--- src/rtl/core/vn_pkg.sv ---
// vn_pkg: widths, constants and pipeline payload types for the 3D vector
// normaliser. No dependencies; used by every file in rtl/core.
`timescale 1ns / 1ps
`default_nettype none
package vn_pkg;

  localparam int VN_W        = 32;          // component and length width
  localparam int VN_SQ_W     = 64;          // square and sum of squares
  localparam int VN_REM_W    = 34;          // square-root partial remainder
  localparam int VN_R_W      = 33;          // divider partial remainder
  localparam int VN_Q_W      = 31;          // quotient bits before clamping
  localparam int VN_SQRT_STEPS = 32;        // one result bit per cell
  localparam int VN_DIV_STEPS  = 31;        // one quotient bit per cell
  localparam logic [VN_W-1:0] VN_UNIT_ONE = 32'h4000_0000;

  // magnitudes and signs that ride alongside the square-root chain
  typedef struct packed {
    logic [2:0]              neg;
    logic [2:0][VN_W-1:0]    mag;
  } vn_side_t;

  // square-root cell payload
  typedef struct packed {
    logic [VN_SQ_W-1:0]  rad;
    logic [VN_REM_W-1:0] rem;
    logic [VN_W-1:0]     root;
    vn_side_t            side;
  } vn_sq_t;

  // divider cell payload, three lanes sharing one divisor
  typedef struct packed {
    logic [VN_W-1:0]             len;
    logic [2:0]                  neg;
    logic [2:0]                  ovf;
    logic [2:0][VN_R_W-1:0]      r;
    logic [2:0][VN_Q_W-1:0]      q;
  } vn_dv_t;

endpackage
`default_nettype wire

--- src/rtl/core/vn_div_cell.sv ---
// vn_div_cell: one restoring-division step for all three lanes, one
// quotient bit each. Depends on vn_pkg.
`timescale 1ns / 1ps
`default_nettype none
module vn_div_cell import vn_pkg::*; (
  input  wire logic clk,
  input  wire logic rst_n,
  input  wire logic en,
  input  wire logic v_i,
  input  wire vn_dv_t d_i,
  output logic      v_o,
  output vn_dv_t    d_o
);

  logic [2:0][VN_R_W-1:0] diff;
  logic [2:0]             ge;
  vn_dv_t                 d_nxt;

  // compare against the length, subtract where it fits, shift on
  always_comb begin
    d_nxt = d_i;
    for (int k = 0; k < 3; k++) begin
      diff[k] = d_i.r[k] - {1'b0, d_i.len};
      ge[k]   = d_i.r[k] >= {1'b0, d_i.len};
      d_nxt.q[k] = {d_i.q[k][VN_Q_W-2:0], ge[k]};
      if (ge[k]) begin
        d_nxt.r[k] = {diff[k][VN_W-1:0], 1'b0};
      end else begin
        d_nxt.r[k] = {d_i.r[k][VN_W-1:0], 1'b0};
      end
    end
  end

  always_ff @(posedge clk) begin
    if (!rst_n) begin
      v_o <= 1'b0;
    end else if (en) begin
      v_o <= v_i;
    end
  end

  always_ff @(posedge clk) begin
    if (en) begin
      d_o <= d_nxt;
    end
  end

endmodule
`default_nettype wire

--- config.mk ---
export PLATFORM = sky130hd
export DESIGN_NAME = vn_div_cell
export DESIGN_NICKNAME = d
export VERILOG_FILES = /design/src/rtl/core/vn_pkg.sv /design/src/rtl/core/vn_div_cell.sv
export SDC_FILE = /design/constraint.sdc
export NUM_CORES = 1
export LEC_CHECK = 0
export BUFFER_PORTS_ARGS = -buffer_cell sky130_fd_sc_hd__buf_2
export CELL_PAD_IN_SITES_DETAIL_PLACEMENT = 1
export CELL_PAD_IN_SITES_GLOBAL_PLACEMENT = 2
export CORE_AREA = 4 4 213 215
export DETAILED_ROUTE_END_ITERATION = 6
export DIE_AREA = 0 0 217 219
export GPL_TIMING_DRIVEN = 0
export PLACE_DENSITY = 0.79
export SYNTH_ARGS = -nofsm -noshare
export SYNTH_HDL_FRONTEND = slang
export SYNTH_SLANG_ARGS = --single-unit
--- constraint.sdc ---
create_clock -name clk -period 3.1 [get_ports clk]
set_clock_uncertainty 0.15 [all_clocks]
set_input_delay 0.155 -clock clk [delete_from_list [all_inputs] [get_ports clk]]
set_output_delay 0.155 -clock clk [all_outputs]
set_load 0.1 [all_outputs]
## Yosys cells after proc, flatten, opt, wreduce, memory -nomap -nowiden

Index checks and enable logic that the tools add are counted.

| operators by class | value |
|---|---|
| $add $sub $neg | 3 |
| $lt $le $gt $ge | 3 |
| muxes and demuxes | 3 |

Operator list:

| kind | count |
|---|---|
| 33-bit by 32-bit >= comparator with 1-bit output | 3 |
| 33-bit two-way mux | 3 |
| 32-bit subtractor | 3 |

| storage, ports and cells | value |
|---|---|
| flip-flop bits (word level) | 231 |
| input port bits | 234 |
| output and inout port bits | 231 |
| logic and storage cells | 19 |

## Longest topological paths before layout

| depth | value |
|---|---|
| word-level depth | 2 |
| depth in mapped cells | 14 |
| gate-level depth less buffers | 12 |

## Least setup slack after synthesis

OpenSTA, ideal clock, no wires.

| timing | value |
|---|---|
| kind | input port to flip-flop |
| start point | input d_i[126] in the netlist's numbering |
| end point | register d_o[151] in the netlist's numbering, data pin |
| setup time | 0.260 ns |
| data arrival time | 2.361 ns |
| required time | 2.690 ns |
| slack | 0.329 ns |
| cell stages on the path | 12 |
| buffers on the path | 0 |
| cells stage by stage | inv_1 > ha_1 > fa_1 > nor2b_1 > o211ai_1 > a21oi_1 > o21ai_2 > o311ai_2 > a311o_1 > a21oi_1 > xnor2_1 > mux2_2 |

RTL lines:

| element | RTL line | text |
|---|---|---|
| from (decl) | vn_div_cell.sv:10 | `input wire vn_dv_t d_i,` |
| to (signal assigned) | vn_div_cell.sv:44 | `d_o <= d_nxt;` |
| to (decl) | vn_div_cell.sv:12 | `output vn_dv_t d_o` |

==> flow_summary.toml <==
[pwr]
cellLeakagePower_nw = 8.64
power_mw = 12.7
p_clk_frac = 0.279
internal-power_mw = 7.15
pwr-share-comb = 0.411
p_sw_frac = 0.438
seq_power_share = 0.311
power.switching_mw = 5.58
power_density_mw_per_mm2 = 640
ir_drop_v = 0.000483

[setup_path]
cp_max_fo = 10
endpoint_kind = "flip-flop"
timing.critical_path.buf_inv = 5
arrival_ns = 3.19
r2r.worst_path.cells = 3
r2r-start = "v_o"
crit_required_ns = 3.25
startpoint = "d_i[216]"
path_delay_family = "buffers and inverters"
max_stage_delay_ns = 0.49
path_depth = 13
crit_slowest_cell = "or4_1"
crit_chain = "buf_2, inv_1, ha_1, buf_2, nand4_1, nor4_1, a41oi_1, a31oi_1, or4_1, o32ai_4, buf_4, buf_2, o21ai_0"
r2r-end = "v_o"
worstSetupPathType = "in -> reg"
critPathMostFrequentCell = "buf_2"
r2r_setup_slack_ns = 1.75
start_kind = "input port"

[timing]
setup_tns_ns = 0
fin_hold_ws_ns = 0.0558
fmax_mhz = 329
worst_pin_slew_ns = 0.689
worst_slack_ns = 0.0596
hold_viol = 0
setup_viol = 0
drv_slew = 0
fin_crit_sh = 0.981
slew_headroom = 0.541
min_period_ns = 3.04

[detailed_routing]
firstDrtPassIters = 7
ant_nets = 0
drtIter0Drc = 710
routed_wirelength_um = 61100
via_count = 12838
drc = 0
vias_per_cell = 5.02
detail_route.wl_per_cell_um = 23.9

[cts]
root_buffer = "clkbuf_16"
cts_tree = "built"
numCtsBuffers = 27
clk_path_buf_depth = 3
worstSkewPairLatency_ns = 0.54
clkSlewWorstSetupHoldPaths_ns = 0.07
htree_num_levels = 1
clock_sinks = 228

[grt]
globalRouteOverflowTotal = 0
grt_first_pass_wirelength_um = 88200
grt_use_total = 0.245
antenna_found_initial = 10
grt_pass1_vias = 13931
grt_max_degree = 106

[synth]
synthFlopType = "edfxtp_1"
yosysSeqAreaShare = 0.512
ys_warn_count = 0
avgSynthCellArea_um2 = 11.0
syn-cell-area_mm2 = 0.0134
synth_edf_count = 227
synth.distinct_cells = 80
syn_inst = 1209
synth_seq_cells = 228
async_flop_share = 0

[floorplanning]
fp.dieW_um = 217
row_count = 77
die_area_mm2 = 0.0475
start_util = 0.305
die_h_um = 219
fp.coreArea_mm2 = 0.0437
pin_count = 465

[status]
status = "finished, final reports clean"

[placement]
numPlacedInstances = 2263
gp_congestion = 0.898
dp_hpwl_um = 44400
place_area_mm2 = 0.0165
dp_slack_ns = -0.930
io_buffers = 458

[layout]
post-route-util = 0.455
nets = 2270
final_cell_area_mm2 = 0.0199
drive_above_1_share = 0.302
syn_to_final_growth_pct = 49.0
stdcell_count = 2558
filler_cell_count = 5059

[flow_run]
maxCapViolations = 0

[worst_hold_path]
hp-start = "d_i[94]"
min_to = "d_o[95]"
hp-class = "in -> reg"
worstHoldPathCells = 4
==> kinds of logic (layout without fill, tap and decap cells) <==
family / count (synthesis) / count (layout) / synth area share
AO/OA/AOI/OAI: 372 / 372 / 0.184
AND/OR/NAND/NOR: 295 / 295 / 0.103
flip-flops: 228 / 228 / 0.512
buffers and inverters: 117 / 864 / 0.0380
adder cells (fa/ha/maj): 99 / 99 / 0.0945
XOR/XNOR: 79 / 79 / 0.0518
multiplexers: 18 / 18 / 0.0160
other: 1 / 11 / 0.000281
==> flip-flops by register name (all words and copies together), names as in the netlist <==
signal / count
v_o: 1
d_o: 227
==> power by group through the flow <==
| stage | Clock, mW | Sequential [mW] | Combinational [mW] |
|---|---|---|---|
| after floorplan | 0 | 6.54 | 1.26 |
| after global placement | 0 | 4.01 | 4.86 |
| after detailed placement | 0 | 4.00 | 4.90 |
| after CTS | 3.59 | 3.94 | 5.16 |
| after global routing | 3.78 | 3.98 | 5.48 |
| final | 3.55 | 3.96 | 5.23 |
==> final cells by class <==
type | count | area, µm² | share of cell area
clock inverters | 17 | 241 | 0.0121
diodes | 8 | 20.0 | 0.00101
well taps | 592 | 741 | 0.0372
inverters | 69 | 259 | 0.0130
flip-flops and latches | 228 | 6840 | 0.344
repair buffers | 700 | 4750 | 0.239
multi-input cells | 866 | 6060 | 0.305
clock buffers | 33 | 728 | 0.0366
plain buffers | 45 | 250 | 0.0126
==> synth_stat cells, drive strengths merged (4+ instances only) <==
library cell	instances	area share
nand3	21	0.0082
nand4	27	0.013
o21bai	11	0.0062
xnor2	44	0.029
nand2b	7	0.0033
nand2	107	0.030
nor4	4	0.0019
clkbuf	30	0.0088
buf	18	0.0098
nor2b	12	0.0056
a21boi	6	0.0034
nor3	14	0.0052
a211oi	8	0.0052
nor2	71	0.020
o21ai	108	0.041
and3	9	0.0042
inv	69	0.019
mux2	15	0.014
a21oi	105	0.040
o31ai	7	0.0053
xor2	35	0.023
and2	10	0.0047
edfxtp	227	0.51
a21o	49	0.028
o21a	17	0.0096
o211ai	11	0.0069
a31oi	9	0.0052
ha	96	0.090
==> placed cells by master (no fill, tap or decap), types with 5 or more instances in the layout <==
master,Yosys,layout
nand3_1,20,20
nor3_1,14,13
a21boi_0,5,5
a31oi_1,7,7
clkbuf_1,26,20
xor2_1,35,35
a211oi_1,6,6
o21bai_1,11,11
clkbuf_16,0,27
a21oi_1,101,100
dlygate4sd3_1,0,229
o31ai_1,5,5
o21ai_0,85,81
inv_1,68,67
o21a_1,17,17
buf_6,5,5
xnor2_1,44,44
and2_1,9,9
nand2b_1,7,7
nand4_1,27,27
o211ai_1,9,9
nor2_1,71,70
nor2b_1,12,12
ha_1,96,95
mux2_2,11,11
and3_1,9,9
edfxtp_1,227,227
diode_2,0,8
nand2_1,107,107
a21o_1,49,49
buf_4,4,15
bufinv_16,0,5
o21ai_1,20,24
clkbuf_2,4,9
buf_2,9,464
==> routing by layer <==
layer / track usage / part of all wire / routed length [µm] / vias to the layer above
met5: 0 / 0.00043 / 26 / -
met2: 0.440 / 0.50 / 30300 / 466
met1: 0.277 / 0.39 / 23700 / 6272
met3: 0.0620 / 0.070 / 4250 / 119
met4: 0.104 / 0.045 / 2760 / 4
li1: - / - / - / 5977
==> worst max path at each step <==
stage / slack [ns] / endpoint
2_1_floorplan: 0.33 / d_o[151]
3_3_place_gp: -1.58 / v_o
3_5_place_dp: -0.93 / d_o[116]
4_1_cts: 0.005 / d_o[157]
5_1_grt: -0.0006 / d_o[152]
6_report: 0.06 / d_o[127]
==> what timing repair did <==
item                                    CTS  global route
endpoints found under the setup margin   17            87
pin swaps                                 0             8
endpoints found under the hold margin   262             1
setup buffers                             0            11
hold buffers                            227             2
gates resized for setup                   3            26
==> tightest hold or removal path, delay by kind of cell <==
kind	cells	cell delay, ns
AOI/OAI and AO/OA	1	0.08
adders and majority gates	1	0.17
buffers and inverters	2	0.19
No activity file was read; power rests on OpenSTA's default activity.
