## src/rtl/core/vn_pkg.sv

```systemverilog
// vn_pkg: widths, constants and pipeline payload types for the 3D vector
// normaliser. No dependencies; used by every file in rtl/core.
`timescale 1ns / 1ps
`default_nettype none
package vn_pkg;

  localparam int VN_W        = 32;          // component and length width
  localparam int VN_SQ_W     = 64;          // square and sum of squares
  localparam int VN_REM_W    = 34;          // square-root partial remainder
  localparam int VN_R_W      = 33;          // divider partial remainder
  localparam int VN_Q_W      = 31;          // quotient bits before clamping
  localparam int VN_SQRT_STEPS = 32;        // one result bit per cell
  localparam int VN_DIV_STEPS  = 31;        // one quotient bit per cell
  localparam logic [VN_W-1:0] VN_UNIT_ONE = 32'h4000_0000;

  // magnitudes and signs that ride alongside the square-root chain
  typedef struct packed {
    logic [2:0]              neg;
    logic [2:0][VN_W-1:0]    mag;
  } vn_side_t;

  // square-root cell payload
  typedef struct packed {
    logic [VN_SQ_W-1:0]  rad;
    logic [VN_REM_W-1:0] rem;
    logic [VN_W-1:0]     root;
    vn_side_t            side;
  } vn_sq_t;

  // divider cell payload, three lanes sharing one divisor
  typedef struct packed {
    logic [VN_W-1:0]             len;
    logic [2:0]                  neg;
    logic [2:0]                  ovf;
    logic [2:0][VN_R_W-1:0]      r;
    logic [2:0][VN_Q_W-1:0]      q;
  } vn_dv_t;

endpackage
`default_nettype wire

```

## src/rtl/core/vn_sqrt_cell.sv

```systemverilog
// vn_sqrt_cell: one digit-recurrence step of the integer square root,
// two radicand bits in, one root bit out. Depends on vn_pkg.
`timescale 1ns / 1ps
`default_nettype none
module vn_sqrt_cell import vn_pkg::*; (
  input  wire logic clk,
  input  wire logic rst_n,
  input  wire logic en,
  input  wire logic v_i,
  input  wire vn_sq_t d_i,
  output logic      v_o,
  output vn_sq_t    d_o
);

  logic [VN_REM_W+1:0] rem_sh;
  logic [VN_REM_W+1:0] trial;
  logic [VN_REM_W+1:0] diff;
  vn_sq_t              d_nxt;

  // bring in the next two radicand bits and try the candidate root bit
  always_comb begin
    rem_sh = {d_i.rem, d_i.rad[VN_SQ_W-1 -: 2]};
    trial  = {2'b00, d_i.root, 2'b01};
    diff   = rem_sh - trial;
    d_nxt      = d_i;
    d_nxt.rad  = {d_i.rad[VN_SQ_W-3:0], 2'b00};
    if (rem_sh >= trial) begin
      d_nxt.rem  = diff[VN_REM_W-1:0];
      d_nxt.root = {d_i.root[VN_W-2:0], 1'b1};
    end else begin
      d_nxt.rem  = rem_sh[VN_REM_W-1:0];
      d_nxt.root = {d_i.root[VN_W-2:0], 1'b0};
    end
  end

  always_ff @(posedge clk) begin
    if (!rst_n) begin
      v_o <= 1'b0;
    end else if (en) begin
      v_o <= v_i;
    end
  end

  always_ff @(posedge clk) begin
    if (en) begin
      d_o <= d_nxt;
    end
  end

endmodule
`default_nettype wire

```

## config.mk

```make
export PLATFORM = sky130hd
export DESIGN_NAME = vn_sqrt_cell
export DESIGN_NICKNAME = d
export VERILOG_FILES = /design/src/rtl/core/vn_pkg.sv /design/src/rtl/core/vn_sqrt_cell.sv
export SDC_FILE = /design/constraint.sdc
export NUM_CORES = 1
export LEC_CHECK = 0
export CAP_MARGIN = 15
export CELL_PAD_IN_SITES_DETAIL_PLACEMENT = 1
export CELL_PAD_IN_SITES_GLOBAL_PLACEMENT = 2
export CORE_AREA = 4 4 178 180
export DETAILED_ROUTE_END_ITERATION = 10
export DIE_AREA = 0 0 182 184
export DONT_BUFFER_PORTS = 1
export PLACE_DENSITY_LB_ADDON = 0.1
export SYNTH_ARGS = -nofsm -noshare
export SYNTH_HDL_FRONTEND = slang
export SYNTH_SLANG_ARGS = --single-unit
```

## constraint.sdc

```tcl
create_clock -name clk -period 2.49 [get_ports clk]
set_input_delay 0.249 -clock clk [delete_from_list [all_inputs] [get_ports clk]]
set_output_delay 0.249 -clock clk [all_outputs]
set_load 0.005 [all_outputs]
```

==> results by group, run 1 <==
Synth
  • Synthesized flop and latch total: between 200 and 250
  • Avg Cell Area, Syn: 15.48 µm²
  • Synthesized area: 0.009229 mm²
  • Post-synthesis cell type count: 58
  • Mapped Cells: 596
  • Seq/Total Area, Yosys: around 74%
  • Number of flops mapped to enable cells by yosys: 227
  • Largest cells by area after synthesis: edfxtp_1 (74%), ha_1 (4.6%), nand2_1 (2.0%)
  • Yosys warning count: 0
  • Top cell type's share of synthesized area: 73.86%
  • Async S/R FF share, synth: 0%
  • Area leader, netlist: edfxtp_1
  • Ys flop type: edfxtp_1

CTS
  • Hold Buf Count CTS: approximately 220
  • H-tree depth: 1
  • Cts repair resizes: 0
  • Root Driver: clkbuf_16
  • CTS Buffer Depth: 3
  • TritonCTS Buffers: 25
  • TritonCTS Sinks: between 200 and 250
  • Postcts setup bufs: 0

Floorplan
  • Width of the die: 182 µm
  • Rows: 64
  • I/O Pins: 463
  • Die height: 184 µm
  • Initial Util: 30.57%

Place
  • RePlAce Congestion: 0.8521
  • Detailed Place HPWL: 23880 µm
  • PortBufs: 0

Outcome
  • Outcome: did not finish
  • Error: [ERROR RSZ-0060] Max buffer count reached.
  • Exit stage: clock tree synthesis
-- cells by family after synthesis --
logic type | count (synthesis) | synth area share, %
AOI/OAI and AO/OA | 129 | 9.355
muxes | 7 | 0.7999
buffers and inverters | 56 | 2.481
DFF | 228 | 74.08
xor gates and xnor gates | 28 | 2.657
other | 1 | 0.04063
adders and majority gates | 34 | 4.610
and+or+nand+nor | 113 | 5.979
-- cell usage after synthesis, drive strengths merged, types with 5 or more instances --
master and n:
xor2 16, clkbuf 5, a21o 22, xnor2 12, buf 9, nand2 48
a21oi 26, nor2 14, edfxtp 227, a31oi 5, o21ai 44, and3 9
ha 34, nor3 8, nand4 7, inv 42, nand2b 6, and2 6
-- stage by stage --
stage                     instance area (µm²)  worst slack, ps  instances
after global placement                  10330           -280.6       1059
after floorplan                          9293           -57.66        597
after detailed placement                10330           -264.5       1059
==> inputs of run 2 (changes only) <==
- CELL_PAD_IN_SITES_DETAIL_PLACEMENT: 1 -> unset
- CELL_PAD_IN_SITES_GLOBAL_PLACEMENT: 2 -> unset
- CORE_AREA: 4 4 178 180 -> unset
- CORE_MARGIN: unset -> 4
- CORE_UTILIZATION: unset -> 20
- DIE_AREA: 0 0 182 184 -> unset
- PLACE_DENSITY_LB_ADDON: 0.1 -> 0.15
- clock period: 2.49 -> 3.2 ns (I/O delays scaled with it)
==> results by group, run 2 <==
Critical path
  • CP arrival: 2830 ps
  • Critical-path top delay cell: o41ai_1
  • RR Startpoint: v_o
  • CP startpoint kind: input port
  • Crit Path Class: input port to register
  • CP Capture Type: register
  • Worst stage delay on the critical path: 640 ps
  • Worst-path fanout max: 10
  • Top cell family by delay on the critical path: compound AO/OA/AOI/OAI gates
  • Reg2reg path depth: 3
  • R2R setup slack: 2030 ps
  • Cell Chain, Critical Path: inv_1 -> ha_1 -> a21o_1 -> a221oi_1 -> o31a_1 -> o221ai_1 -> a211oi_1 -> o21a_2 -> buf_4 -> o41ai_1
  • R2r endpoint: v_o
  • Worst path bufs/invs: 2
  • Critical path depth in cells: 10
  • Critical Path RT: 3450 ps

Layout
  • Largest register by flop count: d_o
  • Register area: 0.006837 mm²
  • P&R area growth vs syn: 44.02%
  • Layout Cells excl Fill: roughly 1500
  • Area occupied by multi-input gates: roughly 0.0022 mm²
  • Final Util: between 20 and 30%
  • Nets: around 1100
  • Filler cells: 4609
  • Commonest cells after routing, fill and taps aside: edfxtp_1 (227), dlygate4sd3_1 (227), nand2_1 (48)
  • Max reg flops: ~230
  • Share of layout cells above drive strength 1: 7.886%
  • Registers with the most flip-flops: d_o x227, v_o x1

Synth
  • Yosys warning count: 0
  • Number of flops mapped to enable cells by yosys: 227
  • Async S/R FF share, synth: 0%
  • Area leader, netlist: edfxtp_1
  • Top cell type's share of synthesized area: 73.86%
  • Most common cell in the netlist: edfxtp_1
  • Largest cells by area after synthesis: edfxtp_1 (74%), ha_1 (4.6%), nand2_1 (2.0%)
  • Synthesized area: approximately 0.0092 mm²
  • Post-synthesis cell type count: 58
  • Synth cell count leaders: edfxtp_1 (227), nand2_1 (48), inv_1 (41)
  • Ys flop type: edfxtp_1
  • Mapped Cells: ~600
  • Synthesized flop and latch total: 228
  • Avg Cell Area, Syn: 15.48 µm²
  • Seq/Total Area, Yosys: about three quarters

Power and ir drop
  • Pwr dens: between 500 and 600 mW/mm²
  • Worst vdd ir: 0.3792 mV
  • Leak pwr: 4.913 nW

Global route
  • Total gr overflow: 0
  • Vias in the first global route: 6533
  • Busiest grt layer: met2
  • First-pass GRT wire length: 48440 µm
  • Total Routing Usage GR: between 10% and 20%
  • Grt met3 use: 4.373%
  • Met1 Use GR: about 14%
  • Largest net degree at the start of global routing: 229
  • Met2 usage: between 20 and 25%
  • Initial antenna violation count: 3

Place
  • Cells after DPL: 1197
  • Detailed Place HPWL: 25270 µm
  • PortBufs: 0
  • RePlAce Congestion: 0.7987
  • Dpl ws: 199.6 ps

Job
  • Maxcap violations: 0

STA
  • Fmax: 388.6 MHz
  • RSZ-0062 raised after global routing: no
  • Minimum clock period: 2573 ps
  • Slew @ Worst Pin: 817.1 ps
  • Slew Limit Headroom: between 40% and 50%
  • Endpoints failing setup: 0
  • Final period util: 80.41%
  • Final hold vios: 0
  • Fin Setup TNS: 0 ps
  • Skew final: 0 ps
  • Setup ws final: 627.0 ps
  • Final Max Tran Viols: 0

Floorplan
  • Initial Util: 20.29%
  • Rows: 78
  • I/O Pins: 463
  • Width of the die: 222.8 µm
  • Area of the core: between 0.04 and 0.05 mm²
  • Die area: 0.04964 mm²
  • Die height: between 200 and 250 µm

CTS
  • Root Driver: clkbuf_16
  • TritonCTS Buffers: 26
  • Clk_lat worst skew: roughly 530 ps
  • Cts repair resizes: 0
  • CTS tree: done
  • CTS Buffer Depth: 3
  • CTS clk-pin slew, worst paths: 60 ps
  • H-tree depth: 1
  • TritonCTS Sinks: 228

Route
  • DR pass1 iterations: 6
  • Routed len/inst: 24.01 µm
  • Via count: ~6100
  • DRC: 0
  • Final ANT Viol Nets: 0
  • DR iter-0 viols: approximately 330
  • Vias per cell: between 4 and 5
  • DRT Wirelength: 35470 µm

Min path
  • Hold Path Class: input port to register
  • Hold Path Stages: 2
  • Hold path start: d_i[228]
  • Worst Hold End: d_o[132]

Outcome
  • Outcome: finished clean
[run 2: cell counts after synthesis]
Identical to the previous run, type by type.
[run 2: kinds of logic after synthesis]
logic type               count (synthesis)  share of synthesized area, %
AO/OA/AOI/OAI                          129                         9.355
adder cells (fa/ha/maj)                 34                         4.610
multiplexers                             7                        0.7999
buffers and inverters                   56                         2.481
XOR/XNOR                                28                         2.657
other                                    1                       0.04063
flip-flops                             228                         74.08
AND/OR/NAND/NOR                        113                         5.979
[run 2: report_power, final]
part           switching, mW  internal (mW)  leakage (nW)
sequential             0.223           3.62          2.23
clock                   1.26           1.95         0.442
combinational          0.432          0.422          2.24
total                   1.92           6.00          4.91
[run 2: per-layer routing]
layer | wire length, µm | share of wire [%]
met1 | 12990 | 37
met2 | 18670 | 53
met3 | 3054 | 8.6
met4 | 761 | 2.1
met5 | 0 | 0
[run 2: cell type report]
type / instances / share of cell area (%)
well taps: 600 / 5.648
inverters: 42 / 1.186
diodes: 2 / 0.03765
flip-flops and latches: 228 / 51.44
repair buffers: 244 / 18.45
clock buffers: 30 / 5.168
clock inverters: 18 / 1.760
multi-input cells: 313 / 16.31
[run 2: repair_timing]
action,CTS,global route
hold endpoints to repair,366,107
hold buffers,226,4
buffers inserted,0,0
[run 2: worst max-delay path by stage]
| stage | slack, ps | startpoint | endpoint |
|---|---|---|---|
| floorplan | 500 | d_i[126] | d_o[134] |
| global placement | 160 | d_i[103] | d_o[162] |
| detailed placement | 200 | d_i[114] | d_o[162] |
| CTS | 720 | d_i[107] | d_o[162] |
| global route | 610 | d_i[114] | d_o[162] |
| finish | 630 | d_i[114] | d_o[162] |
[run 2: metrics by stage]
step                hold slack [ps]  cell area, µm²  total power, mW
detailed placement            418.9           10020            4.471
finish                        69.93           13290            7.915
floorplan                     418.9            9233            4.179
global route                  68.41           13290            8.293
global placement              419.0           10020            4.481
CTS                          -125.6           13200            8.004
Power figures use the tool's default switching activity.
